## src/hw/rtl/dhb_pkg.sv

```systemverilog
// dhb_pkg: shared types, opcodes and constants of the dual h-bridge drive block
// no dependencies; used by dhb_front, dhb_fifo, dhb_back and the top level
package dhb_pkg;

  // field widths
  localparam int DUTY_W   = 12;
  localparam int REG_W    = 16;
  localparam int CMP_W    = 16;
  localparam int PERIOD_W = 7;
  localparam int CFG_IDXW = 3;

  // queue between front and back
  localparam int QDEPTH = 2;

  // host opcodes
  localparam logic [2:0] OP_TICK       = 3'd0;
  localparam logic [2:0] OP_CONTACT    = 3'd1;
  localparam logic [2:0] OP_DRIVE      = 3'd2;
  localparam logic [2:0] OP_STOP_MOTOR = 3'd3;
  localparam logic [2:0] OP_STOP_ALL   = 3'd4;
  localparam logic [2:0] OP_ENC_ON     = 3'd5;
  localparam logic [2:0] OP_ENC_OFF    = 3'd6;

  // motor directions
  localparam logic [1:0] DIR_STOP = 2'd0;
  localparam logic [1:0] DIR_A    = 2'd1;
  localparam logic [1:0] DIR_B    = 2'd2;
  localparam logic [1:0] DIR_BAD  = 2'd3;

  // register indexes
  localparam logic [CFG_IDXW-1:0] REG_PWM_PERIOD = 3'd0;
  localparam logic [CFG_IDXW-1:0] REG_WD_LIMIT   = 3'd1;
  localparam logic [CFG_IDXW-1:0] REG_LED_TMO    = 3'd2;
  localparam logic [CFG_IDXW-1:0] REG_LED_TOGGLE = 3'd3;
  localparam logic [CFG_IDXW-1:0] REG_HEARTBEAT  = 3'd4;

  // register reset values
  localparam logic [REG_W-1:0] RST_PWM_PERIOD = 16'd3600;
  localparam logic [REG_W-1:0] RST_WD_LIMIT   = 16'd1500;
  localparam logic [REG_W-1:0] RST_LED_TMO    = 16'd2500;
  localparam logic [REG_W-1:0] RST_LED_TOGGLE = 16'd250;
  localparam logic [REG_W-1:0] RST_HEARTBEAT  = 16'd1000;
  localparam logic [PERIOD_W-1:0] RST_REPORT_PERIOD = 7'd20;

  // input request
  typedef struct packed {
    logic [2:0]        opcode;
    logic              motor_sel;
    logic [1:0]        drive_dir;
    logic [DUTY_W-1:0] drive_duty;
    logic [7:0]        report_rate_hz;
  } cmd_t;

  // result request
  typedef struct packed {
    logic             status;
    logic [CMP_W-1:0] m1_cmp_a;
    logic [CMP_W-1:0] m1_cmp_b;
    logic [CMP_W-1:0] m2_cmp_a;
    logic [CMP_W-1:0] m2_cmp_b;
    logic             fault_event;
    logic             stopped_flag;
    logic             heartbeat_event;
    logic             encoder_event;
    logic             led_lit;
  } result_t;

  // classified command kinds
  typedef enum logic [3:0] {
    K_NOP,
    K_TICK,
    K_CONTACT,
    K_DRIVE,
    K_HALT_ONE,
    K_HALT_ALL,
    K_ENC_ON,
    K_ENC_OFF,
    K_BAD_RATE
  } kind_t;

  // classified command as queued between front and back
  typedef struct packed {
    kind_t               kind;
    logic                sel;
    logic [1:0]          dir;
    logic [DUTY_W-1:0]   duty;
    logic [PERIOD_W-1:0] period;
  } op_t;

  // encoder rate in hz to report period in ms, zero for an unsupported rate
  function automatic logic [PERIOD_W-1:0] rate_period(input logic [7:0] rate);
    logic [PERIOD_W-1:0] p;
    case (rate)
      8'd0:    p = 7'd20;
      8'd10:   p = 7'd100;
      8'd20:   p = 7'd50;
      8'd25:   p = 7'd40;
      8'd50:   p = 7'd20;
      8'd100:  p = 7'd10;
      default: p = 7'd0;
    endcase
    return p;
  endfunction

endpackage

```

## src/hw/rtl/dhb_front.sv

```systemverilog
// dhb_front: accepts host requests and classifies them into queue entries
// depends on dhb_pkg
module dhb_front #(
  parameter int DUTY_FULL = 4095
) (
  input  logic           in_valid,
  output logic           in_ready,
  input  dhb_pkg::cmd_t  cmd,
  input  logic           q_full,
  output logic           push,
  output dhb_pkg::op_t   op
);

  localparam logic [dhb_pkg::REG_W-1:0] DUTY_MAX = dhb_pkg::REG_W'(DUTY_FULL);

  logic [dhb_pkg::PERIOD_W-1:0] period;
  logic                         duty_over;

  // handshake toward the queue
  assign in_ready = !q_full;
  assign push     = in_valid && !q_full;

  assign period    = dhb_pkg::rate_period(cmd.report_rate_hz);
  assign duty_over = {4'b0, cmd.drive_duty} > DUTY_MAX;

  // classify the request
  always_comb begin
    op.sel    = cmd.motor_sel;
    op.dir    = cmd.drive_dir;
    op.duty   = cmd.drive_duty;
    op.period = period;
    case (cmd.opcode)
      dhb_pkg::OP_TICK:       op.kind = dhb_pkg::K_TICK;
      dhb_pkg::OP_CONTACT:    op.kind = dhb_pkg::K_CONTACT;
      dhb_pkg::OP_DRIVE: begin
        // bad direction or duty above full scale is dropped without contact
        if (cmd.drive_dir == dhb_pkg::DIR_BAD || duty_over) begin
          op.kind = dhb_pkg::K_NOP;
        end else if (cmd.drive_dir == dhb_pkg::DIR_STOP || cmd.drive_duty == '0) begin
          op.kind = dhb_pkg::K_HALT_ONE;
        end else begin
          op.kind = dhb_pkg::K_DRIVE;
        end
      end
      dhb_pkg::OP_STOP_MOTOR: op.kind = dhb_pkg::K_HALT_ONE;
      dhb_pkg::OP_STOP_ALL:   op.kind = dhb_pkg::K_HALT_ALL;
      dhb_pkg::OP_ENC_ON: begin
        if (period == '0) begin
          op.kind = dhb_pkg::K_BAD_RATE;
        end else begin
          op.kind = dhb_pkg::K_ENC_ON;
        end
      end
      dhb_pkg::OP_ENC_OFF:    op.kind = dhb_pkg::K_ENC_OFF;
      default:                op.kind = dhb_pkg::K_NOP;
    endcase
  end

endmodule

```

## src/hw/rtl/dhb_fifo.sv

```systemverilog
// dhb_fifo: short queue of classified commands between front and back
// depends on dhb_pkg
module dhb_fifo (
  input  logic          clk,
  input  logic          rst,
  input  logic          push,
  input  dhb_pkg::op_t  din,
  input  logic          pop,
  output dhb_pkg::op_t  dout,
  output logic          not_empty,
  output logic          full
);

  localparam int PTR_W = (dhb_pkg::QDEPTH > 1) ? $clog2(dhb_pkg::QDEPTH) : 1;
  localparam int CNT_W = $clog2(dhb_pkg::QDEPTH + 1);
  localparam logic [PTR_W-1:0] LAST = PTR_W'(dhb_pkg::QDEPTH - 1);
  localparam logic [CNT_W-1:0] DEPTH_C = CNT_W'(dhb_pkg::QDEPTH);

  dhb_pkg::op_t     mem [dhb_pkg::QDEPTH];
  logic [PTR_W-1:0] wr_ptr;
  logic [PTR_W-1:0] rd_ptr;
  logic [CNT_W-1:0] count;
  logic             do_push;
  logic             do_pop;

  assign not_empty = count != '0;
  assign full      = count == DEPTH_C;
  assign do_push   = push && !full;
  assign do_pop    = pop && not_empty;
  assign dout      = mem[rd_ptr];

  // storage
  always_ff @(posedge clk) begin
    if (do_push) begin
      mem[wr_ptr] <= din;
    end
  end

  // pointers and fill count
  always_ff @(posedge clk) begin
    if (rst) begin
      wr_ptr <= '0;
      rd_ptr <= '0;
      count  <= '0;
    end else begin
      if (do_push) begin
        wr_ptr <= (wr_ptr == LAST) ? '0 : wr_ptr + 1'b1;
      end
      if (do_pop) begin
        rd_ptr <= (rd_ptr == LAST) ? '0 : rd_ptr + 1'b1;
      end
      if (do_push && !do_pop) begin
        count <= count + 1'b1;
      end else if (do_pop && !do_push) begin
        count <= count - 1'b1;
      end
    end
  end

endmodule

```

## src/hw/rtl/dhb_back.sv

```systemverilog
// dhb_back: carries out queued commands, keeps timers and motor state,
// and scales duty to pwm compare values in a five stage pipeline; depends on dhb_pkg
module dhb_back #(
  parameter int DUTY_FULL = 4095
) (
  input  logic                          clk,
  input  logic                          rst,
  input  logic                          q_valid,
  input  dhb_pkg::op_t                  q_op,
  output logic                          q_pop,
  input  logic                          cfg_valid,
  output logic                          cfg_ready,
  input  logic [dhb_pkg::CFG_IDXW-1:0]  cfg_index,
  input  logic [dhb_pkg::REG_W-1:0]     cfg_data,
  output logic                          out_valid,
  input  logic                          out_ready,
  output dhb_pkg::result_t              out_data
);

  localparam int CW    = dhb_pkg::CMP_W;
  localparam int PRW   = dhb_pkg::DUTY_W + dhb_pkg::REG_W;
  localparam int SH    = PRW + 1;
  localparam int MQW   = SH + CW;
  localparam int RECIP = (2 ** SH) / DUTY_FULL;
  localparam int MW    = $clog2(RECIP + 1);
  localparam logic [MW-1:0]  RECIP_V = MW'(RECIP);
  localparam logic [CW-1:0]  DIV_V   = CW'(DUTY_FULL);
  localparam logic [PRW-1:0] DIV_P   = PRW'(DUTY_FULL);

  typedef struct packed {
    logic status;
    logic fault;
    logic stopped;
    logic hb;
    logic enc;
    logic led;
  } flag_t;

  // configuration registers
  logic [dhb_pkg::REG_W-1:0] pwm_period;
  logic [dhb_pkg::REG_W-1:0] watchdog_limit_ms;
  logic [dhb_pkg::REG_W-1:0] led_timeout_ms;
  logic [dhb_pkg::REG_W-1:0] led_toggle_ms;
  logic [dhb_pkg::REG_W-1:0] heartbeat_ms;

  // block state
  logic [31:0]                   now_ms, now_ms_next;
  logic [31:0]                   last_contact, last_contact_next;
  logic                          wd_stopped, wd_stopped_next;
  logic                          contact_seen, contact_seen_next;
  logic [1:0]                    motor_dir [2];
  logic [1:0]                    motor_dir_next [2];
  logic [dhb_pkg::DUTY_W-1:0]    motor_duty [2];
  logic [dhb_pkg::DUTY_W-1:0]    motor_duty_next [2];
  logic [31:0]                   next_heartbeat, next_heartbeat_next;
  logic                          streaming, streaming_next;
  logic [dhb_pkg::PERIOD_W-1:0]  report_period_ms, report_period_ms_next;
  logic [31:0]                   next_report, next_report_next;
  logic [31:0]                   next_led_toggle, next_led_toggle_next;
  logic                          led_state, led_state_next;

  // tick arithmetic
  logic [31:0] now_plus;
  logic [31:0] tick_age;
  logic [31:0] hb_diff;
  logic [31:0] rep_diff;
  logic [31:0] led_diff;
  logic        connected;
  flag_t       flags;

  // pipeline
  logic                       adv;
  logic                       s1_vld, s2_vld, s3_vld, s4_vld;
  flag_t                      s1_flags, s2_flags, s3_flags, s4_flags;
  logic [1:0]                 s1_dir [2];
  logic [1:0]                 s2_dir [2];
  logic [1:0]                 s3_dir [2];
  logic [1:0]                 s4_dir [2];
  logic [dhb_pkg::DUTY_W-1:0] s1_duty [2];
  logic [PRW-1:0]             s2_p [2];
  logic [PRW-1:0]             s3_p [2];
  logic [PRW-1:0]             s4_p [2];
  logic [CW-1:0]              s3_q0 [2];
  logic [CW-1:0]              s4_q0 [2];
  logic [2*CW-1:0]            s4_qd [2];
  logic [MQW-1:0]             mq [2];
  logic [PRW-1:0]             rem [2];
  logic [CW-1:0]              q [2];

  assign cfg_ready = 1'b1;

  // whole pipeline moves unless a finished result is held
  assign adv   = !out_valid || out_ready;
  assign q_pop = adv && q_valid;

  // configuration writes
  always_ff @(posedge clk) begin
    if (rst) begin
      pwm_period        <= dhb_pkg::RST_PWM_PERIOD;
      watchdog_limit_ms <= dhb_pkg::RST_WD_LIMIT;
      led_timeout_ms    <= dhb_pkg::RST_LED_TMO;
      led_toggle_ms     <= dhb_pkg::RST_LED_TOGGLE;
      heartbeat_ms      <= dhb_pkg::RST_HEARTBEAT;
    end else if (cfg_valid) begin
      case (cfg_index)
        dhb_pkg::REG_PWM_PERIOD: pwm_period        <= cfg_data;
        dhb_pkg::REG_WD_LIMIT:   watchdog_limit_ms <= cfg_data;
        dhb_pkg::REG_LED_TMO:    led_timeout_ms    <= cfg_data;
        dhb_pkg::REG_LED_TOGGLE: led_toggle_ms     <= cfg_data;
        dhb_pkg::REG_HEARTBEAT:  heartbeat_ms      <= cfg_data;
        default: ;
      endcase
    end
  end

  // time differences seen by a tick
  assign now_plus  = now_ms + 32'd1;
  assign tick_age  = now_plus - last_contact;
  assign hb_diff   = now_plus - next_heartbeat;
  assign rep_diff  = now_plus - next_report;
  assign led_diff  = now_plus - next_led_toggle;
  assign connected = contact_seen && (tick_age <= {16'b0, led_timeout_ms});

  // command execution
  always_comb begin
    now_ms_next           = now_ms;
    last_contact_next     = last_contact;
    wd_stopped_next       = wd_stopped;
    contact_seen_next     = contact_seen;
    motor_dir_next        = motor_dir;
    motor_duty_next       = motor_duty;
    next_heartbeat_next   = next_heartbeat;
    streaming_next        = streaming;
    report_period_ms_next = report_period_ms;
    next_report_next      = next_report;
    next_led_toggle_next  = next_led_toggle;
    led_state_next        = led_state;
    flags.status          = 1'b0;
    flags.fault           = 1'b0;
    flags.hb              = 1'b0;
    flags.enc             = 1'b0;

    // host contact for every accepted command but a tick, a dropped one or a rejected rate
    if (q_pop && q_op.kind != dhb_pkg::K_TICK && q_op.kind != dhb_pkg::K_NOP &&
        q_op.kind != dhb_pkg::K_BAD_RATE) begin
      last_contact_next = now_ms;
      wd_stopped_next   = 1'b0;
      contact_seen_next = 1'b1;
    end

    if (q_pop) begin
      case (q_op.kind)
        dhb_pkg::K_TICK: begin
          now_ms_next = now_plus;
          // watchdog
          if (!wd_stopped && tick_age > {16'b0, watchdog_limit_ms}) begin
            motor_dir_next[0]  = dhb_pkg::DIR_STOP;
            motor_dir_next[1]  = dhb_pkg::DIR_STOP;
            motor_duty_next[0] = '0;
            motor_duty_next[1] = '0;
            wd_stopped_next    = 1'b1;
            flags.fault        = 1'b1;
          end
          // heartbeat
          if (!hb_diff[31]) begin
            next_heartbeat_next = now_plus + {16'b0, heartbeat_ms};
            flags.hb            = 1'b1;
          end
          // encoder report schedule
          if (streaming && !rep_diff[31]) begin
            next_report_next = now_plus + {25'b0, report_period_ms};
            flags.enc        = 1'b1;
          end
          // connected blinker
          if (!connected) begin
            led_state_next       = 1'b0;
            next_led_toggle_next = now_plus;
          end else if (!led_diff[31]) begin
            next_led_toggle_next = now_plus + {16'b0, led_toggle_ms};
            led_state_next       = !led_state;
          end
        end
        dhb_pkg::K_DRIVE: begin
          motor_dir_next[q_op.sel]  = q_op.dir;
          motor_duty_next[q_op.sel] = q_op.duty;
        end
        dhb_pkg::K_HALT_ONE: begin
          motor_dir_next[q_op.sel]  = dhb_pkg::DIR_STOP;
          motor_duty_next[q_op.sel] = '0;
        end
        dhb_pkg::K_HALT_ALL: begin
          motor_dir_next[0]  = dhb_pkg::DIR_STOP;
          motor_dir_next[1]  = dhb_pkg::DIR_STOP;
          motor_duty_next[0] = '0;
          motor_duty_next[1] = '0;
        end
        dhb_pkg::K_ENC_ON: begin
          report_period_ms_next = q_op.period;
          streaming_next        = 1'b1;
          next_report_next      = now_ms;
        end
        dhb_pkg::K_ENC_OFF:  streaming_next = 1'b0;
        dhb_pkg::K_BAD_RATE: flags.status   = 1'b1;
        default: ;
      endcase
    end

    flags.stopped = wd_stopped_next;
    flags.led     = led_state_next;
  end

  // state registers
  always_ff @(posedge clk) begin
    if (rst) begin
      now_ms           <= '0;
      last_contact     <= '0;
      wd_stopped       <= 1'b0;
      contact_seen     <= 1'b0;
      motor_dir[0]     <= dhb_pkg::DIR_STOP;
      motor_dir[1]     <= dhb_pkg::DIR_STOP;
      motor_duty[0]    <= '0;
      motor_duty[1]    <= '0;
      next_heartbeat   <= {16'b0, dhb_pkg::RST_HEARTBEAT};
      streaming        <= 1'b0;
      report_period_ms <= dhb_pkg::RST_REPORT_PERIOD;
      next_report      <= '0;
      next_led_toggle  <= '0;
      led_state        <= 1'b0;
    end else begin
      now_ms           <= now_ms_next;
      last_contact     <= last_contact_next;
      wd_stopped       <= wd_stopped_next;
      contact_seen     <= contact_seen_next;
      motor_dir        <= motor_dir_next;
      motor_duty       <= motor_duty_next;
      next_heartbeat   <= next_heartbeat_next;
      streaming        <= streaming_next;
      report_period_ms <= report_period_ms_next;
      next_report      <= next_report_next;
      next_led_toggle  <= next_led_toggle_next;
      led_state        <= led_state_next;
    end
  end

  // stage valids
  always_ff @(posedge clk) begin
    if (rst) begin
      s1_vld    <= 1'b0;
      s2_vld    <= 1'b0;
      s3_vld    <= 1'b0;
      s4_vld    <= 1'b0;
      out_valid <= 1'b0;
    end else if (adv) begin
      s1_vld    <= q_pop;
      s2_vld    <= s1_vld;
      s3_vld    <= s2_vld;
      s4_vld    <= s3_vld;
      out_valid <= s4_vld;
    end
  end

  // duty / full scale by reciprocal multiply, quotient low by at most one
  always_comb begin
    for (int m = 0; m < 2; m++) begin
      mq[m]  = MQW'(s2_p[m]) * MQW'(RECIP_V);
      rem[m] = s4_p[m] - s4_qd[m][PRW-1:0];
      q[m]   = (rem[m] >= DIV_P) ? s4_q0[m] + 1'b1 : s4_q0[m];
    end
  end

  // pipeline payload
  always_ff @(posedge clk) begin
    if (adv) begin
      s1_flags <= flags;
      s2_flags <= s1_flags;
      s3_flags <= s2_flags;
      s4_flags <= s3_flags;
      for (int m = 0; m < 2; m++) begin
        s1_dir[m]  <= motor_dir_next[m];
        s1_duty[m] <= motor_duty_next[m];
        s2_dir[m]  <= s1_dir[m];
        s2_p[m]    <= PRW'(s1_duty[m] * pwm_period);
        s3_dir[m]  <= s2_dir[m];
        s3_p[m]    <= s2_p[m];
        s3_q0[m]   <= mq[m][SH +: CW];
        s4_dir[m]  <= s3_dir[m];
        s4_p[m]    <= s3_p[m];
        s4_q0[m]   <= s3_q0[m];
        s4_qd[m]   <= s3_q0[m] * DIV_V;
      end
      out_data.status          <= s4_flags.status;
      out_data.m1_cmp_a        <= (s4_dir[0] == dhb_pkg::DIR_A) ? q[0] : '0;
      out_data.m1_cmp_b        <= (s4_dir[0] == dhb_pkg::DIR_B) ? q[0] : '0;
      out_data.m2_cmp_a        <= (s4_dir[1] == dhb_pkg::DIR_A) ? q[1] : '0;
      out_data.m2_cmp_b        <= (s4_dir[1] == dhb_pkg::DIR_B) ? q[1] : '0;
      out_data.fault_event     <= s4_flags.fault;
      out_data.stopped_flag    <= s4_flags.stopped;
      out_data.heartbeat_event <= s4_flags.hb;
      out_data.encoder_event   <= s4_flags.enc;
      out_data.led_lit         <= s4_flags.led;
    end
  end

`ifndef ASSERT_OFF
  // a watchdog stop keeps both bridges off until the next host contact
  a_stopped_motors_off: assert property (@(posedge clk) disable iff (rst)
    wd_stopped |-> motor_dir[0] == dhb_pkg::DIR_STOP && motor_dir[1] == dhb_pkg::DIR_STOP)
    else $error("motor running while watchdog stop is held");

  // a motor is stopped exactly when its duty is zero
  a_dir_duty_match: assert property (@(posedge clk) disable iff (rst)
    ((motor_dir[0] == dhb_pkg::DIR_STOP) == (motor_duty[0] == '0)) &&
    ((motor_dir[1] == dhb_pkg::DIR_STOP) == (motor_duty[1] == '0)))
    else $error("motor direction and duty disagree");

  // a fault result carries stopped motors
  a_fault_result: assert property (@(posedge clk) disable iff (rst)
    out_valid && out_data.fault_event |-> out_data.stopped_flag &&
    out_data.m1_cmp_a == '0 && out_data.m1_cmp_b == '0 &&
    out_data.m2_cmp_a == '0 && out_data.m2_cmp_b == '0)
    else $error("fault result with nonzero compare");

  // a rejected rate is never a tick
  a_status_no_events: assert property (@(posedge clk) disable iff (rst)
    out_valid && out_data.status |-> !out_data.fault_event &&
    !out_data.heartbeat_event && !out_data.encoder_event)
    else $error("bad rate result carries tick events");
`endif

endmodule

```

## src/hw/rtl/dual_hbridge_drive_with_host_watchdog.sv

```systemverilog
// dual_hbridge_drive_with_host_watchdog: top level of the dual h-bridge drive
// depends on dhb_pkg, dhb_front, dhb_fifo and dhb_back
//
// Usage:
//   in_valid/in_ready/in_data carry decoded host commands and 1 ms ticks
//   (dhb_pkg::cmd_t). out_valid/out_ready/out_data return one result per
//   command (dhb_pkg::result_t): the four pwm compare values, the watchdog
//   fault and stopped flags, heartbeat and encoder events, and the led.
//   cfg_valid/cfg_ready/cfg_index/cfg_data write the five timing registers;
//   cfg_ready is always high. The user lets writes go in only while no
//   command is in flight; the block does not enforce this.
// Data path and throughput:
//   a result passes the queue, the state update register and the duty to
//   compare scaling (multiply, reciprocal multiply, back multiply,
//   remainder correction). One command is accepted per cycle unless stalled.
// Reset and stall:
//   rst clears the queue, the pipeline and all timers; registers return to
//   their defaults. When out_ready is low the pipeline holds, the 2-entry
//   queue fills, and in_ready falls once it is full.
module dual_hbridge_drive_with_host_watchdog #(
  parameter int DUTY_FULL = 4095
) (
  input  logic                          clk,
  input  logic                          rst,
  input  logic                          in_valid,
  output logic                          in_ready,
  input  dhb_pkg::cmd_t                 in_data,
  output logic                          out_valid,
  input  logic                          out_ready,
  output dhb_pkg::result_t              out_data,
  input  logic                          cfg_valid,
  output logic                          cfg_ready,
  input  logic [dhb_pkg::CFG_IDXW-1:0]  cfg_index,
  input  logic [dhb_pkg::REG_W-1:0]     cfg_data
);

  dhb_pkg::op_t push_op;
  dhb_pkg::op_t q_op;
  logic         push;
  logic         q_full;
  logic         q_valid;
  logic         q_pop;

  // request classification
  dhb_front #(
    .DUTY_FULL (DUTY_FULL)
  ) u_front (
    .in_valid (in_valid),
    .in_ready (in_ready),
    .cmd      (in_data),
    .q_full   (q_full),
    .push     (push),
    .op       (push_op)
  );

  // command queue
  dhb_fifo u_fifo (
    .clk       (clk),
    .rst       (rst),
    .push      (push),
    .din       (push_op),
    .pop       (q_pop),
    .dout      (q_op),
    .not_empty (q_valid),
    .full      (q_full)
  );

  // execution and compare scaling
  dhb_back #(
    .DUTY_FULL (DUTY_FULL)
  ) u_back (
    .clk       (clk),
    .rst       (rst),
    .q_valid   (q_valid),
    .q_op      (q_op),
    .q_pop     (q_pop),
    .cfg_valid (cfg_valid),
    .cfg_ready (cfg_ready),
    .cfg_index (cfg_index),
    .cfg_data  (cfg_data),
    .out_valid (out_valid),
    .out_ready (out_ready),
    .out_data  (out_data)
  );

endmodule
```

## config.mk

```make
export PLATFORM = sky130hd
export DESIGN_NAME = dual_hbridge_drive_with_host_watchdog
export DESIGN_NICKNAME = d
export VERILOG_FILES = /design/src/hw/rtl/dhb_pkg.sv /design/src/hw/rtl/dhb_front.sv /design/src/hw/rtl/dhb_fifo.sv /design/src/hw/rtl/dhb_back.sv /design/src/hw/rtl/dual_hbridge_drive_with_host_watchdog.sv
export SDC_FILE = /design/constraint.sdc
export NUM_CORES = 2
export LEC_CHECK = 0
export ABC_CLOCK_PERIOD_IN_PS = 36700
export BUFFER_PORTS_ARGS = -buffer_cell sky130_fd_sc_hd__buf_2
export CAP_MARGIN = 20
export CORE_MARGIN = 10
export CORE_UTILIZATION = 39
export DETAILED_ROUTE_END_ITERATION = 10
export SLEW_MARGIN = 20
export SYNTH_ARGS = -nofsm -noshare
export SYNTH_HDL_FRONTEND = slang
export SYNTH_HIERARCHICAL = 1
export SYNTH_SLANG_ARGS = --single-unit
```

## constraint.sdc

```tcl
create_clock -name clk -period 36.7 [get_ports clk]
set_input_delay 7.34 -clock clk [delete_from_list [all_inputs] [get_ports clk]]
set_output_delay 7.34 -clock clk [all_outputs]
set_load 0.02 [all_outputs]
```

==> reports/metrics.cfg <==
[cts]
cts-root-buf = sky130_fd_sc_hd__clkbuf_16
clkTransAtPathRegs_ps = 60
cts_htree_levels = 3
number_of_gates_given_a_new_drive_strength_after_cts = 0
cts_hold_repair.buffers = 0
clkLatencyLatePin_ps = 690
tritoncts_num_sinks = 761
max-clock-path-buffers = 3
post-cts-setup-buffers = 0
cts-buffers-inserted = 88
tritoncts = done

[cells_and_area]
final_antenna_diode_count = 0
post_route_cells_drive_above_1_share_pct = 6.721
area_growth_pct = 9.111
postLayoutCellArea_mm2 = 0.06678
finish.net_count = 7447

[sta]
max_freq_mhz = 94.18
finalMaxSlewViolations = 0
finClkSkew_ps = 35.30
fin_crit_sh_pct = 28.93
number_of_endpoints_failing_setup_at_the_final_stage = 0
worst_slew_margin_rel_pct = 24.95
report.final.hold_viol_count = 0
final.setup.worst_slack_ps = 26080
setup_repair_after_global_routing_missed_its_margin = false
setup_tns_ps = 0
period_minus_slack_ps = 10620
worstMarginPinSlew_ps = 1126

[route]
vias_per_cell = 5.351
wl_per_cell_um = 18.66
first_pass_iters = 6
route.vias.total = 45250
antenna_left = 0
drc = 0
wirelength_mm = 157.8
drt-initial-drc-count = 2868

[floorplanning]
core.rowCount = 145
boundaryPins = 123
core-area_mm2 = 0.1560
horizontal_die_dimension_um = 416.2
die_area_mm2 = 0.1732
initial_core_util_pct = 39.23
die_h_um = 416.2

[place]
dp_slack_ps = 25390
finalWeightedCongestion = 0.8882
place_area_mm2 = 0.06378
port_buffer_count = 121
dp_hpwl_mm = 120.0

[power]
power_density_mw_per_mm2 = 63.47
irDropWorstVdd_v = 0.00006008
post-layout-total-power_mw = 4.239
leakagePower_nw = 30.53

[logic_synthesis]
synthFlopType = sky130_fd_sc_hd__edfxtp_1
synth.yosys.seq_area_share_pct = 32.61
synth_top_area_share_pct = 23.16
synth_nets = 7436
async_flop_share_pct = 0
synth.largest_area_cell = sky130_fd_sc_hd__edfxtp_1
yosys_warnings = 6
post_synth_main_area_contributors = sky130_fd_sc_hd__edfxtp_1 23%, sky130_fd_sc_hd__fa_1 16%, sky130_fd_sc_hd__ha_1 12%
synthesis.area_per_instance_um2 = 9.691
yosys.cell_types.count = 109
post_synth_instance_area_mm2 = 0.06121
synth-edff-count = 472
yosys_register_bits = 761
synthCells = 6316

[critical_path]
crit_reg_reg_startpoint = u_back/now_ms[4]
setup.worst_path.end_class = flip-flop
crit_path_start = out_ready
timing.critical_path.fanout_max = 44
category_of_the_critical_setup_timing_path = input pin to flip-flop
startpoint_kind_of_the_worst_setup_timing_path = input pin
critPathRequiredTime_ps = 37330
cp.arrival_ps = 11240

[global_route]
first_pass_grt_wire_length_mm = 253.1
grt.total_usage_pct = 17.93
vias_in_the_first_global_route = 45240
grt_overflow = 0
pin_count_of_the_biggest_net_entering_global_routing = 95
antenna_found_initial = 19

[run]
maxCapViolations = 0

[min_path]
worstHoldPathType = flip-flop to flip-flop
start_point_of_the_worst_min_delay_path = u_back/s3_p[0][38]

[run_status]
run_status = finished clean

-- path summary, 6_finish.rpt --
path | end | slack [ps] | cells after the start
worst min-delay path | u_back/s4_p[0][38] | 400 | 0
worst max-delay path | u_back/next_heartbeat[31] | 26080 | 12
worst min register to register | u_back/s4_p[0][38] | 400 | 0
worst max register to register | u_back/next_led_toggle[28] | 28920 | 25
-- critical path, stage by stage --
cell and delay (ps):
sky130_fd_sc_hd__buf_2 110, sky130_fd_sc_hd__nand2b_4 440, sky130_fd_sc_hd__nand2_1 420, sky130_fd_sc_hd__inv_2 130
sky130_fd_sc_hd__and2_1 150, sky130_fd_sc_hd__buf_4 300, sky130_fd_sc_hd__and2_1 220, sky130_fd_sc_hd__mux2i_2 130
sky130_fd_sc_hd__buf_4 340, sky130_fd_sc_hd__clkinv_1 880, sky130_fd_sc_hd__nor2_1 580, sky130_fd_sc_hd__o2bb2ai_1 170
-- cells in the mapped netlist (20+ instances only) --
| library cell | n |
|---|---|
| sky130_fd_sc_hd__nand2_1 | 824 |
| sky130_fd_sc_hd__inv_1 | 776 |
| sky130_fd_sc_hd__ha_1 | 588 |
| sky130_fd_sc_hd__fa_1 | 482 |
| sky130_fd_sc_hd__edfxtp_1 | 472 |
| sky130_fd_sc_hd__a21oi_1 | 400 |
| sky130_fd_sc_hd__dfxtp_1 | 289 |
| sky130_fd_sc_hd__nor2_1 | 251 |
| sky130_fd_sc_hd__clkbuf_1 | 203 |
| sky130_fd_sc_hd__xnor2_1 | 193 |
| sky130_fd_sc_hd__o21ai_0 | 177 |
| sky130_fd_sc_hd__and2_1 | 155 |
| sky130_fd_sc_hd__nand3_1 | 119 |
| sky130_fd_sc_hd__nor3_1 | 107 |
| sky130_fd_sc_hd__a21o_1 | 86 |
| sky130_fd_sc_hd__xor2_1 | 83 |
| sky130_fd_sc_hd__nand2b_1 | 75 |
| sky130_fd_sc_hd__and3_1 | 66 |
| sky130_fd_sc_hd__a211oi_1 | 63 |
| sky130_fd_sc_hd__nand4_1 | 58 |
| sky130_fd_sc_hd__a31oi_1 | 56 |
| sky130_fd_sc_hd__mux2i_1 | 54 |
| sky130_fd_sc_hd__o21a_1 | 49 |
| sky130_fd_sc_hd__o211ai_1 | 48 |
| sky130_fd_sc_hd__or3_1 | 48 |
| sky130_fd_sc_hd__a311oi_1 | 46 |
| sky130_fd_sc_hd__nor4_1 | 41 |
| sky130_fd_sc_hd__nor2b_1 | 39 |
| sky130_fd_sc_hd__mux2_2 | 29 |
| sky130_fd_sc_hd__o31ai_1 | 27 |
| sky130_fd_sc_hd__buf_2 | 25 |
| sky130_fd_sc_hd__buf_4 | 25 |
| sky130_fd_sc_hd__o21bai_1 | 25 |
| sky130_fd_sc_hd__or2_2 | 21 |
| sky130_fd_sc_hd__and4_1 | 20 |
-- state kept, by name, summed over array words and instances, names as in the netlist, 52 cells and up, named ones only --
register	flops
u_back/out_data	70
u_back/s4_qd	54
u_fifo/mem	52
u_back/s2_p	56
u_back/s4_p	56
u_back/s3_p	56
-- power by group --
| part | internal, mW | leakage (nW) | total, mW | switching [mW] |
|---|---|---|---|---|
| Sequential | 1.11 | 7.92 | 1.21 | 0.105 |
| Clock | 0.535 | 1.42 | 0.905 | 0.370 |
| Combinational | 0.865 | 21.2 | 2.12 | 1.26 |
| Total | 2.51 | 30.5 | 4.24 | 1.73 |
-- kinds of logic (layout without fill, tap and decap cells) --
group / Yosys count / in the layout / synth area share [%]
and+or+nand+nor: 1906 / 1906 / 15.09
AOI/OAI and AO/OA: 1172 / 1172 / 12.48
adders and majority gates: 1070 / 1070 / 27.78
buffers and inverters: 1045 / 1127 / 6.637
DFF: 761 / 761 / 32.61
xor gates and xnor gates: 277 / 277 / 3.976
muxes: 83 / 83 / 1.417
other: 2 / 2 / 0.01227
-- cells in the final DEF (no fill, tap or decap), types with 27 or more instances in the layout --
cell type,count
sky130_fd_sc_hd__nand2_1,824
sky130_fd_sc_hd__inv_1,775
sky130_fd_sc_hd__ha_1,588
sky130_fd_sc_hd__fa_1,482
sky130_fd_sc_hd__edfxtp_1,472
sky130_fd_sc_hd__a21oi_1,399
sky130_fd_sc_hd__dfxtp_1,289
sky130_fd_sc_hd__nor2_1,247
sky130_fd_sc_hd__xnor2_1,193
sky130_fd_sc_hd__o21ai_0,177
sky130_fd_sc_hd__and2_1,155
sky130_fd_sc_hd__buf_2,120
sky130_fd_sc_hd__nand3_1,118
sky130_fd_sc_hd__nor3_1,106
sky130_fd_sc_hd__clkbuf_16,92
sky130_fd_sc_hd__a21o_1,86
sky130_fd_sc_hd__xor2_1,82
sky130_fd_sc_hd__nand2b_1,74
sky130_fd_sc_hd__and3_1,66
sky130_fd_sc_hd__a211oi_1,63
sky130_fd_sc_hd__buf_4,60
sky130_fd_sc_hd__nand4_1,58
sky130_fd_sc_hd__a31oi_1,56
sky130_fd_sc_hd__mux2i_1,53
sky130_fd_sc_hd__o21a_1,49
sky130_fd_sc_hd__o211ai_1,48
sky130_fd_sc_hd__or3_1,48
sky130_fd_sc_hd__a311oi_1,46
sky130_fd_sc_hd__nor4_1,41
sky130_fd_sc_hd__nor2b_1,39
sky130_fd_sc_hd__mux2_2,29
sky130_fd_sc_hd__o31ai_1,27
-- layout make-up --
type	instances	area (um^2)
fill	15180	89240
multi-input combinational	4510	37250
timing repair buffer	185	1111
tap	2058	2575
clock buffer	111	2397
inverter	781	2932
clock inverter	50	560.5
sequential	761	19960
-- layer usage --
layer	global-route usage (%)	wire length, um	vias to the layer above
met5	0	55	-
met2	30.55	75370	1055
met1	23.65	70250	22180
li1	-	-	21730
met3	2.410	7154	278
met4	5.291	4944	8
-- through the flow --
stage | utilization [%] | std cells | hold slack, ps
floorplan | - | 6316 | 400.3
global placement | 40.88 | 8293 | 400.8
detailed placement | 40.88 | 8293 | 404.5
CTS | 42.77 | 8454 | 401.7
global route | 42.80 | 8456 | 406.0
finish | 42.80 | 8456 | 402.4
(Power assumes the default switching activity.)
